## src/rtl/core/thermistor_temperature_converter_defines.svh

```systemverilog
// Assertion macros shared by the converter RTL.
`ifndef THERMISTOR_TEMPERATURE_CONVERTER_DEFINES_SVH
`define THERMISTOR_TEMPERATURE_CONVERTER_DEFINES_SVH

// Same-cycle implication.
`define TTC_ASSERT(label, clk, rst, cond, expr) \
  label: assert property (@(posedge clk) disable iff (rst) (cond) |-> (expr)) \
    else $error("converter assertion failed");

// Next-cycle implication.
`define TTC_ASSERT_NEXT(label, clk, rst, cond, expr) \
  label: assert property (@(posedge clk) disable iff (rst) (cond) |=> (expr)) \
    else $error("converter assertion failed");

`endif

```

## src/rtl/core/ttc_pkg.sv

```systemverilog
package ttc_pkg;

  localparam int unsigned ADC_MAX     = 4095;
  localparam int unsigned MAX_SAMPLES = 255;

  localparam int SAMPLE_W   = 12;
  localparam int SUM_W      = 20;
  localparam int CNT_W      = 8;
  localparam int OHM_W      = 20;
  localparam int MV_W       = 13;
  localparam int BETA_W     = 14;
  localparam int TEMPC_W    = 9;
  localparam int IDX_W      = 4;
  localparam int CFG_DATA_W = 20;
  localparam int DIV_W      = 64;

  localparam logic [IDX_W-1:0] CFG_SAMPLES = 4'd0;
  localparam logic [IDX_W-1:0] CFG_SERIES  = 4'd1;
  localparam logic [IDX_W-1:0] CFG_NOMINAL = 4'd2;
  localparam logic [IDX_W-1:0] CFG_TEMP_C  = 4'd3;
  localparam logic [IDX_W-1:0] CFG_BETA    = 4'd4;
  localparam logic [IDX_W-1:0] CFG_TFIRST  = 4'd5;
  localparam logic [IDX_W-1:0] CFG_VCC     = 4'd6;
  localparam logic [IDX_W-1:0] CFG_AREF    = 4'd7;

  localparam logic [1:0] STATUS_OK       = 2'd0;
  localparam logic [1:0] STATUS_INVALID  = 2'd1;
  localparam logic [1:0] STATUS_RES_SAT  = 2'd2;
  localparam logic [1:0] STATUS_TEMP_SAT = 2'd3;

  localparam logic [DIV_W-1:0] RES_TOP  = 64'd16777215;
  localparam logic [DIV_W-1:0] VOLT_TOP = 64'd8388607;
  localparam logic [DIV_W-1:0] TEMP_TOP = 64'd100000;
  localparam logic [31:0]      LN2_Q24  = 32'd11629080;
  // 100 * 2^41: twice the centi-kelvin numerator in Q.40
  localparam logic [DIV_W-1:0] K_Q41    = 64'd100 << 41;
  // ceil(2^23 / 5); exact floor division by 5 for operands below 2^22
  localparam logic [31:0]      FIFTH_Q23 = 32'd1677722;

  localparam int ABS_ZERO_CENTI = 27315;
  localparam int F_OFFSET       = 45967;

  typedef struct packed {
    logic [CNT_W-1:0]   samples;
    logic [OHM_W-1:0]   series;
    logic [OHM_W-1:0]   nominal;
    logic [TEMPC_W-1:0] temp_c;
    logic [BETA_W-1:0]  beta;
    logic               therm_first;
    logic [MV_W-1:0]    vcc;
    logic [MV_W-1:0]    aref;
  } cfg_t;

  typedef struct packed {
    logic [SUM_W-1:0] sum;
    logic [CNT_W-1:0] count;
  } reading_t;

endpackage

```

## src/rtl/core/ttc_queue.sv

```systemverilog
`include "thermistor_temperature_converter_defines.svh"

module ttc_queue (
  input  logic              clk,
  input  logic              rst,
  input  logic              push,
  input  ttc_pkg::reading_t push_data,
  output logic              full,
  input  logic              pop,
  output logic              avail,
  output ttc_pkg::reading_t pop_data
);
  import ttc_pkg::*;

  reading_t   entry [2];
  logic       wr_ptr, rd_ptr;
  logic [1:0] count;

  assign full     = count == 2'd2;
  assign avail    = count != 2'd0;
  assign pop_data = entry[rd_ptr];

  always_ff @(posedge clk) begin
    if (push) begin
      entry[wr_ptr] <= push_data;
    end
  end

  always_ff @(posedge clk) begin
    if (rst) begin
      wr_ptr <= 1'b0;
      rd_ptr <= 1'b0;
      count  <= 2'd0;
    end else begin
      if (push) begin
        wr_ptr <= !wr_ptr;
      end
      if (pop) begin
        rd_ptr <= !rd_ptr;
      end
      case ({push, pop})
        2'b10:   count <= count + 2'd1;
        2'b01:   count <= count - 2'd1;
        default: count <= count;
      endcase
    end
  end

  `TTC_ASSERT(q_no_push_when_full, clk, rst, full, !push)
  `TTC_ASSERT(q_no_pop_when_empty, clk, rst, !avail, !pop)

endmodule

```

## config.mk

```make
export PLATFORM = sky130hd
export DESIGN_NAME = ttc_queue
export DESIGN_NICKNAME = d
export VERILOG_FILES = /design/src/rtl/core/ttc_pkg.sv /design/src/rtl/core/ttc_queue.sv
export VERILOG_INCLUDE_DIRS = /design/src /design/src/rtl/core
export SDC_FILE = /design/constraint.sdc
export NUM_CORES = 1
export LEC_CHECK = 0
export BUFFER_PORTS_ARGS = -buffer_cell sky130_fd_sc_hd__buf_2
export CORE_MARGIN = 10
export CORE_UTILIZATION = 25
export CTS_CLUSTER_SIZE = 14
export DETAILED_ROUTE_END_ITERATION = 16
export HOLD_SLACK_MARGIN = 0.1
export PLACE_DENSITY = 0.42
export SLEW_MARGIN = 15
export SYNTH_ARGS = -nofsm -noshare
export SYNTH_HDL_FRONTEND = slang
export SYNTH_SLANG_ARGS = --single-unit
export TNS_END_PERCENT = 1
```

## constraint.sdc

```tcl
create_clock -name clk -period 3.4 [get_ports clk]
set_input_delay 0.68 -clock clk [delete_from_list [all_inputs] [get_ports clk]]
set_output_delay 0.68 -clock clk [all_outputs]
set_load 0.02 [all_outputs]
```

==> results.rst, run 1 <==
.. list-table::
   :header-rows: 1

   * - Metric
     - Value
   * - Slew headroom
     - roughly half
   * - Drt drc
     - 0
   * - Sum of routed wire length over all layers
     - 4650 um
   * - Number of max-cap violations
     - 0
   * - Leakage power summed over all cells
     - ~1.1 nW
   * - Area Overhead vs Synth
     - 28.4%
   * - Global routing met1 resource utilization
     - under 10%
   * - HP Class
     - flip-flop to flip-flop
   * - Clk root buf
     - clkbuf_8
   * - Delay contributed by the slowest stage of the critical path
     - around 0.40 ns
   * - Overall overflow remaining after global route
     - 0
   * - Cells traversed along the worst timing path
     - buf_4, mux2_2, buf_2
   * - Count of flip-flops with a built-in enable after synthesis
     - 56
   * - Number of global-route vias before repair
     - around 1400
   * - Outcome
     - completed
   * - Total of cells resized after clock tree synthesis
     - 0
   * - Least-Margin Pin Slew
     - roughly 0.73 ns
   * - Crit path setup slack, layout
     - around 1.2 ns
   * - Yosys Warn Count
     - 0
   * - Critical path peak fanout
     - 28
   * - Syn nets
     - 142
   * - Busiest layer in global routing
     - met2
   * - Clock transition at the registers of the reported paths
     - 0.06 ns
   * - RePlAce Congestion
     - slightly above 0.7
   * - PwrDens
     - 595 nW/um^2
   * - Total CTS buffers
     - 9
   * - CTS H-tree lvls
     - 3
   * - Finish-stage setup viols
     - 0
   * - Postcts setup bufs
     - 0
   * - Place WS
     - 1.25 ns
   * - Skew final
     - around 0.0067 ns
   * - Cell with the most instances after synthesis
     - edfxtp_1
   * - Setup_tns
     - 0 ns
   * - Final count of pins violating max slew
     - 0
   * - # fillers
     - roughly 890
   * - Hold buffer count at cts
     - 0
   * - Maximum number of pins on one net before global-route repair
     - 29
   * - CTS sink count
     - around 60
   * - Share of post-route cells with drive strength above 1
     - roughly three fifths
   * - Ports placed on the boundary
     - 62
   * - Async SR Flop Fraction
     - 0%
   * - Unrepaired setup endpoints after global routing
     - no
   * - Core Region
     - between 8000 and 9000 um^2
   * - Setup CP Type
     - flip-flop to primary output
   * - Number of detailed-route iterations in the first pass
     - 2
   * - Worst Setup End Kind
     - primary output
   * - Post-route design area
     - 2850 um^2
   * - Synth Area per Inst
     - just over 20 um^2
   * - Most instantiated cells after synthesis
     - edfxtp_1, mux2_2, dfxtp_1, nor2_1, xnor2_1
   * - Biggest area consumer among synthesized cells
     - edfxtp_1
   * - Wire length of the first global-routing pass
     - around 7200 um
   * - Met3 track demand over resource in global routing
     - between 4 and 5%
   * - Diodes inserted
     - 0
   * - Minimum clock period after layout
     - ~2.2 ns
   * - Worst Path Buf+Inv
     - 2
   * - Maximum ir drop on the vdd rail
     - 0.000161 V
   * - Rows
     - 34
   * - Synthesized cell area
     - 2220 um^2
   * - Most used flip-flop cell after synthesis
     - edfxtp_1
   * - Endpoint required time on the critical path
     - approximately 2.7 ns
   * - Fmax
     - 451 MHz
   * - Die width
     - approximately 110 um
   * - Ranking of synthesized cells by area
     - edfxtp_1, mux2_2, dfxtp_1, xnor2_1, nor2_1
   * - Number of antenna violations at the first check in global routing
     - 0
   * - Highest-delay cell along the critical path
     - mux2_2
   * - Via density per instance
     - 4.02
   * - Post-synthesis cell type count
     - 16
   * - Global-route usage over all layers
     - approximately 7.4%
   * - HPWL after DPL
     - roughly 3400 um
   * - Skew-Pair Late Insertion Delay
     - around 0.32 ns
   * - Routed vias
     - 1182
   * - Clock tree from TritonCTS
     - built
   * - Synthesized netlist cell count
     - between 100 and 150
   * - Count of buffers inserted at the top-level ports
     - 61
   * - Portion of the post-synthesis area used by sequential elements
     - between 80% and 90%
   * - Cell area reported after detailed placement
     - ~2700 um^2
   * - Fraction of met2 tracks used by global routing
     - 12.1%
   * - Area share of the largest cell type after synthesis
     - 75.7%
   * - Final antenna-violating net count
     - 0
   * - Number of buffers on the longest clock path
     - 2
   * - Startpoint class of the critical path
     - flip-flop
   * - Data arrival time at the worst-slack endpoint
     - between 1.5 and 2 ns
   * - Die H
     - about 110 um
   * - Fin nets
     - between 200 and 250
   * - WL per Instance
     - ~16 um
   * - Cell family contributing the most delay on the critical path
     - buffers and inverters
   * - Flop and latch count out of synthesis
     - 61
   * - Final Cycle Share
     - roughly 65%
   * - Initial cell density of the core
     - approximately a quarter
   * - First DRT Iteration DRCs
     - between 40 and 50
   * - Die area
     - around 13000 um^2
   * - Hold Vio Cnt, Final
     - 0
## sequential cells by signal, summed over array words and instances (netlist names), named ones only
signal / flops
wr_ptr: 1
entry: 56
count: 2
rd_ptr: 1
## worst paths after layout
kind             start      endpoint  slack [ns]  cells past startpoint
max          flip-flop   pop_data[4]        1.18                      3
min           count[1]      count[1]        0.50                      2
max reg2reg     wr_ptr  entry[1][12]        1.79                      2
min reg2reg   count[1]      count[1]        0.50                      2
## cell usage in the layout, fill, tap and decap left out
master	synthesis	routed
a21oi_1	1	1
and2_1	1	1
and2b_2	1	1
buf_2	2	61
buf_4	1	3
bufinv_16	0	1
clkbuf_1	0	2
clkbuf_8	0	9
clkinv_1	0	1
clkinv_2	0	2
clkinvlp_4	0	1
dfxtp_1	5	5
edfxtp_1	56	56
ha_1	1	1
inv_1	1	1
mux2_2	28	28
nor2_1	5	4
nor2_2	0	1
o21ai_0	1	1
or2_2	1	1
or3_1	1	1
xnor2_1	3	3
xor2_1	1	1
## metal layers
| layer | routed length (um) | vias to the layer above | part of all wire, % |
|---|---|---|---|
| li1 | - | 562 | - |
| met1 | 1770 | 578 | 38 |
| met2 | 2360 | 40 | 51 |
| met3 | 473 | 2 | 10 |
| met4 | 46 | 0 | 0.99 |
| met5 | 0 | - | 0 |
## where the power goes
| part | internal [mW] | total (mW) | switching [mW] |
|---|---|---|---|
| combinational | 0.0909 | 0.223 | 0.133 |
| sequential | 0.873 | 0.886 | 0.0133 |
| clock | 0.334 | 0.587 | 0.254 |
## layout make-up
cell class,instances,area [um^2],area share (%)
Clock buffer,11,131,4.61
Tap cell,108,135,4.74
Multi-Input combinational cell,44,422,14.8
Inverter,1,3.75,0.132
Clock inverter,5,51.3,1.80
Timing Repair Buffer,64,328,11.5
Sequential cell,61,1780,62.5
## stage by stage
step	hold slack [ns]	utilization [%]	power (mW)	std cells
after detailed placement	0.500	30.8	1.13	278
after floorplan	0.456	-	1.04	109
after global placement	0.487	30.8	1.13	278
after global routing	0.515	32.9	1.79	294
after CTS	0.509	32.9	1.73	294
final	0.504	32.9	1.70	294
## logic make-up after synthesis
group / share of synthesized area, %
DFF: 80.2
buffers and inverters: 0.957
muxes: 14.2
adders and majority gates: 0.563
AOI/OAI and AO/OA: 0.450
xor gates and xnor gates: 1.58
and+or+nand+nor: 2.08
## worst min-delay path, delay by kind of cell (launching register included)
family	cells	cell delay, ns
AOI/OAI and AO/OA	2	0.13
DFF	1	0.33
(Power assumes the default switching activity.)
==> run 2: changes to the inputs <==
Clock period 3.4 ns to 2.1 ns, I/O delays scaled along.
==> run 2 against run 1 <==
Utilization fell by 0.072 points. Clock skew fell by 0.0017 ns. Worst setup slack got worse by 0.99 ns. Via count rose by 1.1%. Combinational power rose by 65%. Non-clock buffer count rose by 2. Sequential power rose by 61%. Wire length rose by 1.5%. Power rose by 56%. Flip-flop and latch count did not move. Clock power rose by 43%. Sequential share of layout area rose by 0.14 points.
==> results.rst, run 2 (same netlist as run 1, synthesis figures left out) <==
.. list-table::
   :header-rows: 1

   * - Metric
     - Value
   * - Hold buffer count at cts
     - 0
   * - Overall overflow remaining after global route
     - 0
   * - Slew headroom
     - 80.7%
   * - Final antenna-violating net count
     - 0
   * - Outcome
     - completed
   * - Initial cell density of the core
     - between 20% and 30%
   * - Clk root buf
     - clkbuf_8
   * - Die H
     - around 110 um
   * - Fin Hold WS
     - 0.278 ns
   * - Core Region
     - about 8700 um^2
   * - Die width
     - about 110 um
   * - Ports placed on the boundary
     - 62
   * - Fin nets
     - approximately 220
   * - Launching point of the worst reg2reg path
     - wr_ptr
   * - End point of the most critical hold path
     - entry[0][9]
   * - Critical R2R Capture
     - entry[1][14]
   * - Count of placed standard cells in the final layout, fillers left out
     - approximately 300
   * - Register name with the most flops
     - entry
   * - Flip-flop count of the largest register, all copies and words added
     - 56
   * - Maximum number of pins on one net before global-route repair
     - 29
   * - Setup_tns
     - 0 ns
   * - Hold path depth
     - 1
   * - Finish-stage setup viols
     - 0
   * - Routed vias
     - between 1000 and 1500
   * - Data arrival time at the worst-slack endpoint
     - 1.49 ns
   * - Origin of the worst min-delay path
     - push_data[9]
   * - Maximum ir drop on the vdd rail
     - about 0.00030 V
   * - Worst Setup End Kind
     - primary output
   * - Global-route usage over all layers
     - under 10%
   * - Minimum clock period after layout
     - between 1.5 and 2 ns
   * - First DRT Iteration DRCs
     - 37
   * - Registers with the highest flip-flop counts
     - entry: 56 flops, count: 2 flops
   * - Most common library cell in the layout ignoring fill and taps
     - buf_2
   * - Via density per instance
     - 4.04
   * - Number of detailed-route iterations in the first pass
     - 3
   * - Number of antenna violations at the first check in global routing
     - 0
   * - Drt drc
     - 0
   * - Unrepaired setup endpoints after global routing
     - no
   * - Count of buffers inserted at the top-level ports
     - ~60
   * - Die area
     - 13100 um^2
   * - Share of post-route cells with drive strength above 1
     - between 50% and 60%
   * - Final count of pins violating max slew
     - 0
   * - HPWL after DPL
     - about 3400 um
   * - CTS sink count
     - just over 60
   * - Clock tree from TritonCTS
     - built
   * - Top library cells by usage in the layout, fill and taps aside
     - buf_2, edfxtp_1, mux2_2
   * - Sum of routed wire length over all layers
     - roughly 4700 um
   * - Leakage power summed over all cells
     - ~1.1 nW
   * - CTS H-tree lvls
     - 3
   * - Diodes inserted
     - 0
   * - Rows
     - 34
   * - Skew-Pair Late Insertion Delay
     - approximately 0.33 ns
   * - WL per Instance
     - ~16 um
   * - Number of buffers on the longest clock path
     - 2
   * - Fmax
     - ~520 MHz
   * - Clock transition at the registers of the reported paths
     - ~0.070 ns
   * - RePlAce Congestion
     - just over 0.7
   * - Number of max-cap violations
     - 0
   * - Total instance count after detailed placement
     - between 200 and 300
   * - PwrDens
     - 927 nW/um^2
   * - HP Class
     - input pin to flip-flop
   * - R2r worst-path depth
     - 2
   * - Setup CP Type
     - flip-flop to primary output
   * - Critical path peak fanout
     - 28
   * - Endpoint required time on the critical path
     - around 1.7 ns
   * - Startpoint class of the critical path
     - flip-flop
   * - Final Cycle Share
     - between 90 and 100%
   * - Area Overhead vs Synth
     - 28.1%
   * - Skew final
     - 0.00503 ns
   * - Wire length of the first global-routing pass
     - about 7400 um
   * - Number of global-route vias before repair
     - roughly 1400
   * - Total CTS buffers
     - 9
   * - Hold Vio Cnt, Final
     - 0
   * - Reg-to-reg setup timing slack
     - approximately 1 ns
   * - Least-Margin Pin Slew
     - roughly 0.29 ns
==> run 2: cell count changes in the layout (fill, tap and decap cells not counted) <==
cell,change
buf_4,+1
buf_6,+1
bufinv_16,-1
clkbuf_1,-1
clkinv_1,+1
clkinv_2,+1
==> run 2: cell type report <==
class	instances	area [um^2]
Clock buffer	10	128
Clock inverter	6	30.0
Fill cell	890	5830
Inverter	1	3.75
Multi-Input combinational cell	44	422
Sequential cell	61	1780
Tap cell	108	135
Timing Repair Buffer	66	347
==> run 2: how the worst max path moves through the flow <==
| stage | slack, ns | end | depth (start not counted) | startpoint |
|---|---|---|---|---|
| after floorplan | 0.03 | entry[0][0] | 2 | push |
| after global placement | 0.45 | pop_data[20] | 3 | flip-flop |
| after detailed placement | 0.44 | pop_data[20] | 3 | flip-flop |
| after CTS | 0.06 | pop_data[20] | 3 | flip-flop |
| after global routing | 0.08 | pop_data[0] | 3 | flip-flop |
| final | 0.19 | pop_data[20] | 3 | flip-flop |
==> run 2: stage by stage <==
stage,util (%),power (mW),setup slack [ns],instance area (um^2)
6_report,32.8,2.64,0.194,2850
5_1_grt,32.8,2.80,0.0800,2850
4_1_cts,32.8,2.70,0.0607,2840
3_5_place_dp,30.9,1.84,0.439,2690
3_3_place_gp,30.9,1.83,0.454,2690
2_1_floorplan,-,1.69,0.0290,2220
==> run 2: where the power goes <==
group	internal, mW	total, mW	switching, mW
Clock	0.413	0.838	0.425
Combinational	0.152	0.368	0.216
Sequential	1.41	1.43	0.0209
==> run 2: timing repair <==
action                                 CTS  global route
gates resized for setup                  0             1
setup endpoints to repair                0             5
buffers inserted                         0             0
endpoints found under the hold margin    0             0
==> run 2: routing by layer <==
metal	vias to the layer above	global-route usage (%)	part of all wire, %
li1	568	-	-
met2	42	12.0	50
met5	-	0	0
met4	0	4.26	1.4
met3	4	3.83	7.1
met1	581	8.29	42
==> run 2: worst max-delay path, cell delays in order, from the launching register on <==
cell and delay, ns:
dfxtp_1 0.32, buf_6 0.26, mux2_2 0.39, buf_2 0.16
