$ cat src/rtl/core/thermistor_temperature_converter_defines.svh
// Assertion macros shared by the converter RTL.
`ifndef THERMISTOR_TEMPERATURE_CONVERTER_DEFINES_SVH
`define THERMISTOR_TEMPERATURE_CONVERTER_DEFINES_SVH

// Same-cycle implication.
`define TTC_ASSERT(label, clk, rst, cond, expr) \
  label: assert property (@(posedge clk) disable iff (rst) (cond) |-> (expr)) \
    else $error("converter assertion failed");

// Next-cycle implication.
`define TTC_ASSERT_NEXT(label, clk, rst, cond, expr) \
  label: assert property (@(posedge clk) disable iff (rst) (cond) |=> (expr)) \
    else $error("converter assertion failed");

`endif

$ cat src/rtl/core/ttc_pkg.sv
package ttc_pkg;

  localparam int unsigned ADC_MAX     = 4095;
  localparam int unsigned MAX_SAMPLES = 255;

  localparam int SAMPLE_W   = 12;
  localparam int SUM_W      = 20;
  localparam int CNT_W      = 8;
  localparam int OHM_W      = 20;
  localparam int MV_W       = 13;
  localparam int BETA_W     = 14;
  localparam int TEMPC_W    = 9;
  localparam int IDX_W      = 4;
  localparam int CFG_DATA_W = 20;
  localparam int DIV_W      = 64;

  localparam logic [IDX_W-1:0] CFG_SAMPLES = 4'd0;
  localparam logic [IDX_W-1:0] CFG_SERIES  = 4'd1;
  localparam logic [IDX_W-1:0] CFG_NOMINAL = 4'd2;
  localparam logic [IDX_W-1:0] CFG_TEMP_C  = 4'd3;
  localparam logic [IDX_W-1:0] CFG_BETA    = 4'd4;
  localparam logic [IDX_W-1:0] CFG_TFIRST  = 4'd5;
  localparam logic [IDX_W-1:0] CFG_VCC     = 4'd6;
  localparam logic [IDX_W-1:0] CFG_AREF    = 4'd7;

  localparam logic [1:0] STATUS_OK       = 2'd0;
  localparam logic [1:0] STATUS_INVALID  = 2'd1;
  localparam logic [1:0] STATUS_RES_SAT  = 2'd2;
  localparam logic [1:0] STATUS_TEMP_SAT = 2'd3;

  localparam logic [DIV_W-1:0] RES_TOP  = 64'd16777215;
  localparam logic [DIV_W-1:0] VOLT_TOP = 64'd8388607;
  localparam logic [DIV_W-1:0] TEMP_TOP = 64'd100000;
  localparam logic [31:0]      LN2_Q24  = 32'd11629080;
  // 100 * 2^41: twice the centi-kelvin numerator in Q.40
  localparam logic [DIV_W-1:0] K_Q41    = 64'd100 << 41;
  // ceil(2^23 / 5); exact floor division by 5 for operands below 2^22
  localparam logic [31:0]      FIFTH_Q23 = 32'd1677722;

  localparam int ABS_ZERO_CENTI = 27315;
  localparam int F_OFFSET       = 45967;

  typedef struct packed {
    logic [CNT_W-1:0]   samples;
    logic [OHM_W-1:0]   series;
    logic [OHM_W-1:0]   nominal;
    logic [TEMPC_W-1:0] temp_c;
    logic [BETA_W-1:0]  beta;
    logic               therm_first;
    logic [MV_W-1:0]    vcc;
    logic [MV_W-1:0]    aref;
  } cfg_t;

  typedef struct packed {
    logic [SUM_W-1:0] sum;
    logic [CNT_W-1:0] count;
  } reading_t;

endpackage

$ cat src/rtl/core/ttc_front.sv
module ttc_front (
  input  logic                        clk,
  input  logic                        rst,
  input  logic [ttc_pkg::CNT_W-1:0]   samples,
  input  logic                        in_valid,
  output logic                        in_stall,
  input  logic [ttc_pkg::SAMPLE_W-1:0] adc_sample,
  input  logic                        q_full,
  output logic                        push,
  output ttc_pkg::reading_t           push_data
);
  import ttc_pkg::*;

  logic [SUM_W-1:0] sample_sum, sum_next;
  logic [CNT_W-1:0] sample_counter, count_next, n_eff;
  logic             accept, reading_done;

  always_comb begin
    if (samples == '0) begin
      n_eff = CNT_W'(1);
    end else if (samples > CNT_W'(MAX_SAMPLES)) begin
      n_eff = CNT_W'(MAX_SAMPLES);
    end else begin
      n_eff = samples;
    end
  end

  assign in_stall     = q_full;
  assign accept       = in_valid && !q_full;
  assign sum_next     = sample_sum + SUM_W'(adc_sample);
  assign count_next   = sample_counter + CNT_W'(1);
  assign reading_done = count_next >= n_eff;
  assign push         = accept && reading_done;
  assign push_data    = '{sum: sum_next, count: n_eff};

  always_ff @(posedge clk) begin
    if (rst) begin
      sample_sum     <= '0;
      sample_counter <= '0;
    end else if (accept) begin
      if (reading_done) begin
        sample_sum     <= '0;
        sample_counter <= '0;
      end else begin
        sample_sum     <= sum_next;
        sample_counter <= count_next;
      end
    end
  end

endmodule

$ cat config.mk
export PLATFORM = sky130hd
export DESIGN_NAME = ttc_front
export DESIGN_NICKNAME = d
export VERILOG_FILES = /design/src/rtl/core/thermistor_temperature_converter_defines.svh /design/src/rtl/core/ttc_pkg.sv /design/src/rtl/core/ttc_front.sv
export SDC_FILE = /design/constraint.sdc
export NUM_CORES = 1
export LEC_CHECK = 0
export BUFFER_PORTS_ARGS = -buffer_cell sky130_fd_sc_hd__buf_2
export CORE_MARGIN = 1.5
export CORE_UTILIZATION = 50
export DETAILED_ROUTE_END_ITERATION = 8
export PLACE_DENSITY = 0.84
export SLEW_MARGIN = 20
export SYNTH_ARGS = -nofsm -noshare
export SYNTH_HDL_FRONTEND = slang
export SYNTH_SLANG_ARGS = --single-unit
$ cat constraint.sdc
create_clock -name clk -period 8.09 [get_ports clk]
set_input_delay 0.809 -clock clk [delete_from_list [all_inputs] [get_ports clk]]
set_output_delay 0.809 -clock clk [all_outputs]
set_load 0.02 [all_outputs]
==> impl_metrics.toml, run 1 <==
[grt]
grt_util_all_layers = 0.202
grt_pass1_wl_um = 7310
overflow = 0
grt_max_degree = 30
grt_pass1_vias = 1705
antenna_found_initial = 0

[routing]
vias_per_cell = 5.40
drt-initial-drc-count = 93
route.detailed.drc = 0
avgRoutedWirePerCell_um = 12.1
vias = 1987
wl_um = 4460
detail-route-antenna-nets = 0
first_pass_iters = 4

[synthesis]
ys_ff_latch = 28
synth_area_per_cell_um2 = 7.70
postSynthNetCount = 320
yosys_warnings = 0
synthDistinctLibCells = 38
synth_area_mm2 = 0.00211
ys_seq_area_frac = 0.266
ys_async_sr_fraction = 0
syn_inst = 274
synthFlopType = "dfxtp_1"
synth_edf_count = 0

[sta]
tightest_slew_ns = 0.925
hold_violations = 0
fin_crit_ns = 3.72
clock_skew_ns = 0.0131
finalSetupViolCount = 0
hold_slack_ns = 0.467
final.setup.tns_ns = 0
relSlewSlack = 0.383
finalMaxSlewViolations = 0
rsz0062_at_grt = "false"
timing.final.crit_share = 0.460
fmax_mhz = 269

[status]
outcome = "finished, final reports clean"

[worst_hold_path]
min-delay-path-class = "flip-flop to flip-flop"

[clocking]
cts_setup_buffers = 0
cts_tree = "yes"
clkLatencyLatePin_ns = 0.28
cts_max_path_buffers = 2
clk_pin_slew_worst_paths_ns = 0.10
cts_buffers = 3
ctsResizeCount = 0
h-tree-depth = 1
ctsHoldBuffers = 0
cts_root_buffer = "clkbuf_8"
cts_sinks = 28

[finish]
layout.area.seq_um2 = 561
area_growth_pct = 16.8
final.fill_count = 379
final_nets = 365
final_area_mm2 = 0.00246
n_antenna_cell = 0
final_core_util = 0.612
layout-drive-gt1-share = 0.201
multi_input_area_mm2 = 0.00145

[die]
die_area_mm2 = 0.00462
start_util = 0.524
coreArea_mm2 = 0.00403
die_h_um = 68.0
io_pins = 54
rows = 23
chipWidth_um = 68.0

[setup_path]
critPathLaunchType = "primary input"
crit_required_ns = 7.28
reg2reg_slack_ns = 5.17
worstSetupPathType = "primary input to output pin"
critPathCaptureType = "output pin"
crit_fanout = 5
arrival_ns = 2.91

[pwr]
power_density_mw_per_mm2 = 235
p_total_mw = 0.578
irDropWorstVdd_v = 0.000159
power.leakage_nw = 1.16

[placed_design]
gp_congestion = 0.831
placed_cell_area_mm2 = 0.00239
hpwlAfterDp_um = 3410
numPortBuffers = 53

[flow_run]
cap_viol_max_count = 0
==> kinds of logic (layout without fill, tap and decap cells) <==
kind of cell,Yosys count,count (layout),share of synthesized area
buf+inv,26,70,0.0528
simple gates,102,102,0.215
xor+xnor,35,35,0.145
flops,28,28,0.266
fa+ha+maj,22,22,0.134
compound gates,61,61,0.187
==> critical path, cell delays in order <==
cell and delay, ns:
buf_2 0.10, ha_1 0.23, fa_1 0.45, nand4_1 0.12
nor3_1 0.06, o31ai_1 0.46, and2_1 0.30, nor2_1 0.08
xor2_1 0.14, buf_2 0.16
==> routing by layer <==
| metal | wire length (um) | global-route usage | part of all wire |
|---|---|---|---|
| met5 | 0 | 0 | 0 |
| met1 | 2170 | 0.280 | 0.49 |
| met3 | 202 | 0.0197 | 0.045 |
| met2 | 2010 | 0.325 | 0.45 |
| met4 | 70 | 0.0725 | 0.016 |
==> through the flow <==
stage                     setup WS [ns]  cells
after floorplan                    4.64    274
final                              4.37    368
after global placement             4.44    364
after global routing               4.15    368
after CTS                          4.39    368
after detailed placement           4.39    364
==> final cells by class <==
class / instances / area share
sequential: 28 / 0.227
timing repair buffer: 55 / 0.114
clock buffer: 3 / 0.0168
clock inverter: 1 / 0.0122
multi-input combinational: 220 / 0.588
tap: 50 / 0.0254
inverter: 11 / 0.0168
==> cell usage after synthesis (2+ instances only) <==
library cell	number	area, um2
nor2_1	29	109
a21oi_1	28	140
nand2_1	40	150
o31ai_1	2	15.0
buf_2	2	10.0
and2_1	3	18.8
nor3_1	5	25.0
inv_1	11	41.3
or3_1	2	12.5
nand4_1	4	25.0
clkbuf_1	10	37.5
nand3_1	7	35.0
a31o_2	2	17.5
dfxtp_1	28	561
nor2b_1	2	12.5
xor2_1	11	96.3
nand2b_1	3	18.8
o21a_1	2	15.0
o21ai_0	4	20.0
a21o_1	5	37.5
xnor2_1	24	210
ha_1	21	263
a211oi_1	6	45.0
buf_4	3	22.5
o211ai_1	5	37.5
and3_1	3	18.8
==> final timing paths <==
kind,startpoint,endpoint,cells past startpoint
worst max-delay path,adc_sample[0],push_data[26],10
worst min-delay path,sample_sum[10],sample_sum[10],2
worst max register to register,sample_counter[2],sample_sum[9],10
worst min register to register,sample_sum[10],sample_sum[10],2
==> placed cells by master, fill, tap and decap left out, types with 2 or more instances in the layout <==
| cell type | netlist | routed |
|---|---|---|
| a211oi_1 | 6 | 6 |
| a21o_1 | 5 | 5 |
| a21oi_1 | 28 | 28 |
| a31o_2 | 2 | 2 |
| and2_1 | 3 | 3 |
| and3_1 | 3 | 3 |
| buf_2 | 2 | 53 |
| buf_4 | 3 | 2 |
| clkbuf_8 | 0 | 3 |
| dfxtp_1 | 28 | 28 |
| ha_1 | 21 | 21 |
| inv_1 | 11 | 11 |
| nand2_1 | 40 | 40 |
| nand2b_1 | 3 | 3 |
| nand3_1 | 7 | 7 |
| nand4_1 | 4 | 4 |
| nor2_1 | 29 | 29 |
| nor2b_1 | 2 | 2 |
| nor3_1 | 5 | 5 |
| o211ai_1 | 5 | 5 |
| o21a_1 | 2 | 2 |
| o21ai_0 | 4 | 4 |
| o31ai_1 | 2 | 2 |
| or3_1 | 2 | 2 |
| xnor2_1 | 24 | 24 |
| xor2_1 | 11 | 11 |
==> sequential cells by signal (all words and copies together) (netlist names) <==
| register | count |
|---|---|
| sample_sum | 20 |
| sample_counter | 8 |
==> power breakdown <==
group	total (mW)	switching, mW	internal [mW]	leakage (nW)
Sequential	0.174	0.0153	0.159	0.229
Combinational	0.292	0.181	0.112	0.896
Clock	0.111	0.0451	0.0663	0.0357
Total	0.578	0.241	0.337	1.16
Note: power is estimated with default switching activity, not from simulation.
==> run 2, diff against run 1 <==
- CORE_UTILIZATION: 50 -> 48
- clock period: 8.09 -> 3.1 ns (I/O delays scaled with it)
==> impl_metrics.toml, run 2 (same netlist as run 1, synthesis figures left out) <==
[status]
outcome = "finished, final reports clean"

[clocking]
cts_max_path_buffers = 2
ctsHoldBuffers = 0
h-tree-depth = 1
cts_setup_buffers = 0
cts_buffers = 3
cts_sinks = 28
clk_pin_slew_worst_paths_ns = 0.09
ctsResizeCount = 0
cts_tree = "yes"
clkLatencyLatePin_ns = 0.28
cts_root_buffer = "clkbuf_8"

[grt]
overflow = 0
grt_pass1_wl_um = 7950
antenna_found_initial = 0
grt_util_all_layers = 0.193
grt_max_degree = 24
grt_pass1_vias = 1885

[sta]
final.setup.tns_ns = 0
timing.final.crit_share = 0.937
finalSetupViolCount = 0
fmax_mhz = 344
relSlewSlack = 0.346
hold_slack_ns = 0.431
hold_violations = 0
layout_setup_ws_ns = 0.195
fin_crit_ns = 2.90
clock_skew_ns = 0.00247
tightest_slew_ns = 0.981
rsz0062_at_grt = "false"
finalMaxSlewViolations = 0

[die]
chipWidth_um = 69.3
start_util = 0.513
io_pins = 54
rows = 23
die_area_mm2 = 0.00480
die_h_um = 69.3
coreArea_mm2 = 0.00412

[finish]
largest-register = "sample_sum"
n_antenna_cell = 0
final_nets = 368
area_growth_pct = 18.1
layout-drive-gt1-share = 0.215
largest_reg_flops = 20
layout_common_cells = "buf_2, nand2_1, nor2_1"
largestRegisters = "sample_sum (20), sample_counter (8)"
final_area_mm2 = 0.00249
final_common_cell = "buf_2"

[pwr]
power_density_mw_per_mm2 = 612
p_total_mw = 1.53
power.leakage_nw = 1.18
irDropWorstVdd_v = 0.000547

[routing]
first_pass_iters = 4
drt-initial-drc-count = 74
avgRoutedWirePerCell_um = 12.6
vias_per_cell = 5.37
wl_um = 4690
route.detailed.drc = 0
vias = 1994
detail-route-antenna-nets = 0

[setup_path]
critPathLaunchType = "flip-flop"
arrival_ns = 2.59
cpMaxStageDelayCell = "or3_1"
crit_fanout = 4
critPathCaptureType = "output pin"
crit_required_ns = 2.79
cpPeakStageDelay_ns = 0.44
cp_cell_sequence = "nand3_1 > or2_2 > xnor2_1 > ha_1 > o2111ai_1 > or3_1 > nand2_1 > a21oi_1 > nor2_1 > buf_2"
worstSetupPathType = "flip-flop to output pin"

[placed_design]
gp_congestion = 0.840
hpwlAfterDp_um = 3500
dp_worst_setup_slack_ns = 0.324
numPortBuffers = 53
placed_cell_area_mm2 = 0.00242

[worst_hold_path]
min-delay-path-class = "primary input to flip-flop"

[flow_run]
cap_viol_max_count = 0
[run 2: layout make-up]
| class | count | area, um2 |
|---|---|---|
| fill | 376 | 1620 |
| multi-input combinational | 220 | 1450 |
| sequential | 28 | 562 |
| timing repair buffer | 58 | 303 |
| tap | 50 | 62.6 |
| clock buffer | 3 | 41.3 |
| inverter | 11 | 41.3 |
| clock inverter | 1 | 30.0 |
[run 2: routing by layer]
metal / up-vias / routed length (um) / GRT usage
met5: - / 0 / 0
met4: 0 / 51 / 0.0545
met3: 5 / 184 / 0.0218
met2: 52 / 2250 / 0.338
met1: 893 / 2210 / 0.249
li1: 1044 / - / -
[run 2: where the power goes]
part           internal, mW  switching [mW]  leakage, nW
Clock                 0.173           0.116       0.0357
Sequential            0.415          0.0418        0.229
Combinational         0.300           0.480        0.911
Total                 0.888           0.637         1.18
[run 2: critical path, delay by kind of cell (launching register included)]
family                     cells  cell delay, ns
DFF                            1            0.42
AOI/OAI and AO/OA              2            0.17
adders and majority gates      1            0.30
xor gates and xnor gates       1            0.14
buffers and inverters          1            0.19
and+or+nand+nor                5            1.11
[run 2: path summary, 6_finish.rpt]
| kind | end | startpoint | cells past startpoint | slack, ns |
|---|---|---|---|---|
| setup / recovery | push | sample_counter[2] | 10 | 0.20 |
| hold / removal | sample_sum[0] | adc_sample[0] | 4 | 0.43 |
| setup reg to reg | sample_sum[8] | sample_counter[2] | 10 | 0.33 |
| hold reg to reg | sample_sum[11] | sample_sum[11] | 2 | 0.46 |
[run 2: stage by stage]
stage          utilization  cells
6_report             0.606    371
2_1_floorplan            -    274
3_3_place_gp         0.587    367
3_5_place_dp         0.587    367
5_1_grt              0.606    371
4_1_cts              0.604    371
==> run 3, diff against run 2 <==
--- a/config.mk
+++ b/config.mk
@@ -7,8 +7,10 @@
 export LEC_CHECK = 0
 export BUFFER_PORTS_ARGS = -buffer_cell sky130_fd_sc_hd__buf_2
+export CAP_MARGIN = 30
 export CORE_MARGIN = 1.5
 export CORE_UTILIZATION = 48
 export DETAILED_ROUTE_END_ITERATION = 8
 export PLACE_DENSITY = 0.84
+export RECOVER_POWER = 50
 export SLEW_MARGIN = 20
 export SYNTH_ARGS = -nofsm -noshare
==> constraint.sdc (replaced) <==
create_clock -name clk -period 3.1 [get_ports clk]
set_input_delay 0.31 -clock clk [delete_from_list [all_inputs] [get_ports clk]]
set_output_delay 0.31 -clock clk [all_outputs]
set_load 0.01 [all_outputs]
==> impl_metrics.toml, run 3 (same netlist as run 1, synthesis figures left out) <==
[status]
outcome = "finished, final reports clean"

[sta]
final.setup.tns_ns = 0
tightest_slew_ns = 0.603
finalSetupViolCount = 0
fin_crit_ns = 2.91
fmax_mhz = 343
timing.final.crit_share = 0.940
clock_skew_ns = 0.0113
finalMaxSlewViolations = 0
rsz0062_at_grt = "false"
relSlewSlack = 0.588
hold_violations = 0

[pwr]
p_clk_frac = 0.204
p_total_mw = 1.43
sw_frac_of_total = 0.398
irDropWorstVdd_v = 0.000387
power.leakage_nw = 1.13
p_switching_mw = 0.570
pwr-share-seq = 0.318
internal_power_mw = 0.863
power_density_mw_per_mm2 = 580
pwr-share-comb = 0.478

[die]
chipWidth_um = 69.3
rows = 23
start_util = 0.513
die_h_um = 69.3
io_pins = 54
coreArea_mm2 = 0.00412
die_area_mm2 = 0.00480

[routing]
avgRoutedWirePerCell_um = 13.0
wl_met2_um = 2310
drt-initial-drc-count = 67
route.detailed.drc = 0
vias = 1999
first_pass_iters = 4
top_layer = "met4"
wl_um = 4840
wl_met1_um = 2200
detail-route-antenna-nets = 0
vias_per_cell = 5.37
met3_wirelength_um = 250

[grt]
grt_util_all_layers = 0.206
grt_pass1_vias = 1961
grt_max_degree = 24
grt_pass1_wl_um = 8420
antenna_found_initial = 0
overflow = 0

[setup_path]
r2r_cells = 10
r2r-end = "sample_sum[8]"
arrival_ns = 2.60
cp_cell_sequence = "ha_1 > a211oi_1 > o211ai_1 > a31oi_1 > clkbuf_1 > and2_0 > nor2_1 > xor2_1 > clkbuf_2"
crit_fanout = 6
cpMaxStageDelayCell = "ha_1"
reg2reg_from = "sample_counter[2]"
cpPeakStageDelay_ns = 0.35
reg2reg_slack_ns = 0.30
critPathCaptureType = "output pin"
critPathLaunchType = "flip-flop"
worstSetupPathType = "flip-flop to output pin"
crit_required_ns = 2.79
crit_start = "sample_sum[7]"
crit_end = "push_data[24]"

[finish]
layout_common_cells = "nand2_1, buf_2, nor2_1"
n_antenna_cell = 0
largestRegisters = "sample_sum (20), sample_counter (8)"
largest_reg_flops = 20
layout-drive-gt1-share = 0.152
largest-register = "sample_sum"
final_nets = 369
area_growth_pct = 17.1
final_common_cell = "nand2_1"

[clocking]
h-tree-depth = 1
clkLatencyLatePin_ns = 0.28
cts_buffers = 3
clk_pin_slew_worst_paths_ns = 0.10
cts_max_path_buffers = 2
cts_tree = "yes"
cts_sinks = 28
ctsResizeCount = 0
cts_root_buffer = "clkbuf_8"
cts_setup_buffers = 0
ctsHoldBuffers = 0

[flow_run]
cap_viol_max_count = 0

[placed_design]
gp_congestion = 0.842
hpwlAfterDp_um = 3590
numPortBuffers = 53

[worst_hold_path]
hp-start = "adc_sample[0]"
min-delay-path-class = "primary input to flip-flop"
-- run 3: cell types whose count changed in the layout (fill, tap and decap cells not counted), sizes merged --
cell / before / now
clkbuf: 3 / 25
buf: 58 / 37
-- run 3: routing by layer --
layer / GRT usage / up-vias
li1: - / 1040
met5: 0 / -
met4: 0.0871 / 0
met2: 0.349 / 57
met3: 0.0291 / 8
met1: 0.261 / 894
-- run 3: final cells by class --
class,instances,area [um2]
sequential,28,561
clock inverter,1,30.0
inverter,11,41.3
tap,50,62.6
clock buffer,3,41.3
multi-input combinational,220,1450
timing repair buffer,59,285
fill,377,1650
-- run 3: worst min-delay path by stage --
stage / endpoint / slack [ns] / cells past startpoint
3_3_place_gp: sample_sum[11] / 0.44 / 2
3_5_place_dp: sample_sum[11] / 0.45 / 2
6_report: sample_sum[0] / 0.44 / 4
2_1_floorplan: sample_sum[6] / 0.44 / 2
5_1_grt: sample_sum[0] / 0.48 / 4
4_1_cts: sample_sum[0] / 0.44 / 4
-- run 3: critical path, delay by kind of cell (launching register included) --
family	cells	cell delay (ns)
flip-flops	1	0.34
adder cells (fa/ha/maj)	1	0.35
AO/OA/AOI/OAI	3	0.68
buffers and inverters	2	0.39
XOR/XNOR	1	0.17
AND/OR/NAND/NOR	2	0.39
-- run 3: power groups by stage --
stage | Clock (mW) | Sequential (mW) | Combinational [mW]
after floorplan | 0 | 0.454 | 0.490
after global placement | 0 | 0.462 | 0.678
after detailed placement | 0 | 0.463 | 0.692
after CTS | 0.296 | 0.455 | 0.704
after global routing | 0.312 | 0.463 | 0.767
final | 0.293 | 0.456 | 0.685
-- run 3: metrics by stage --
stage	hold WS, ns	cells	worst slack [ns]	util	cell area, um2
after floorplan	0.436	274	0.559	-	2110
after global placement	0.444	367	0.376	0.587	2420
after detailed placement	0.450	367	0.268	0.587	2420
after CTS	0.445	371	0.238	0.604	2490
after global routing	0.477	372	0.00321	0.600	2470
final	0.441	372	0.186	0.600	2470
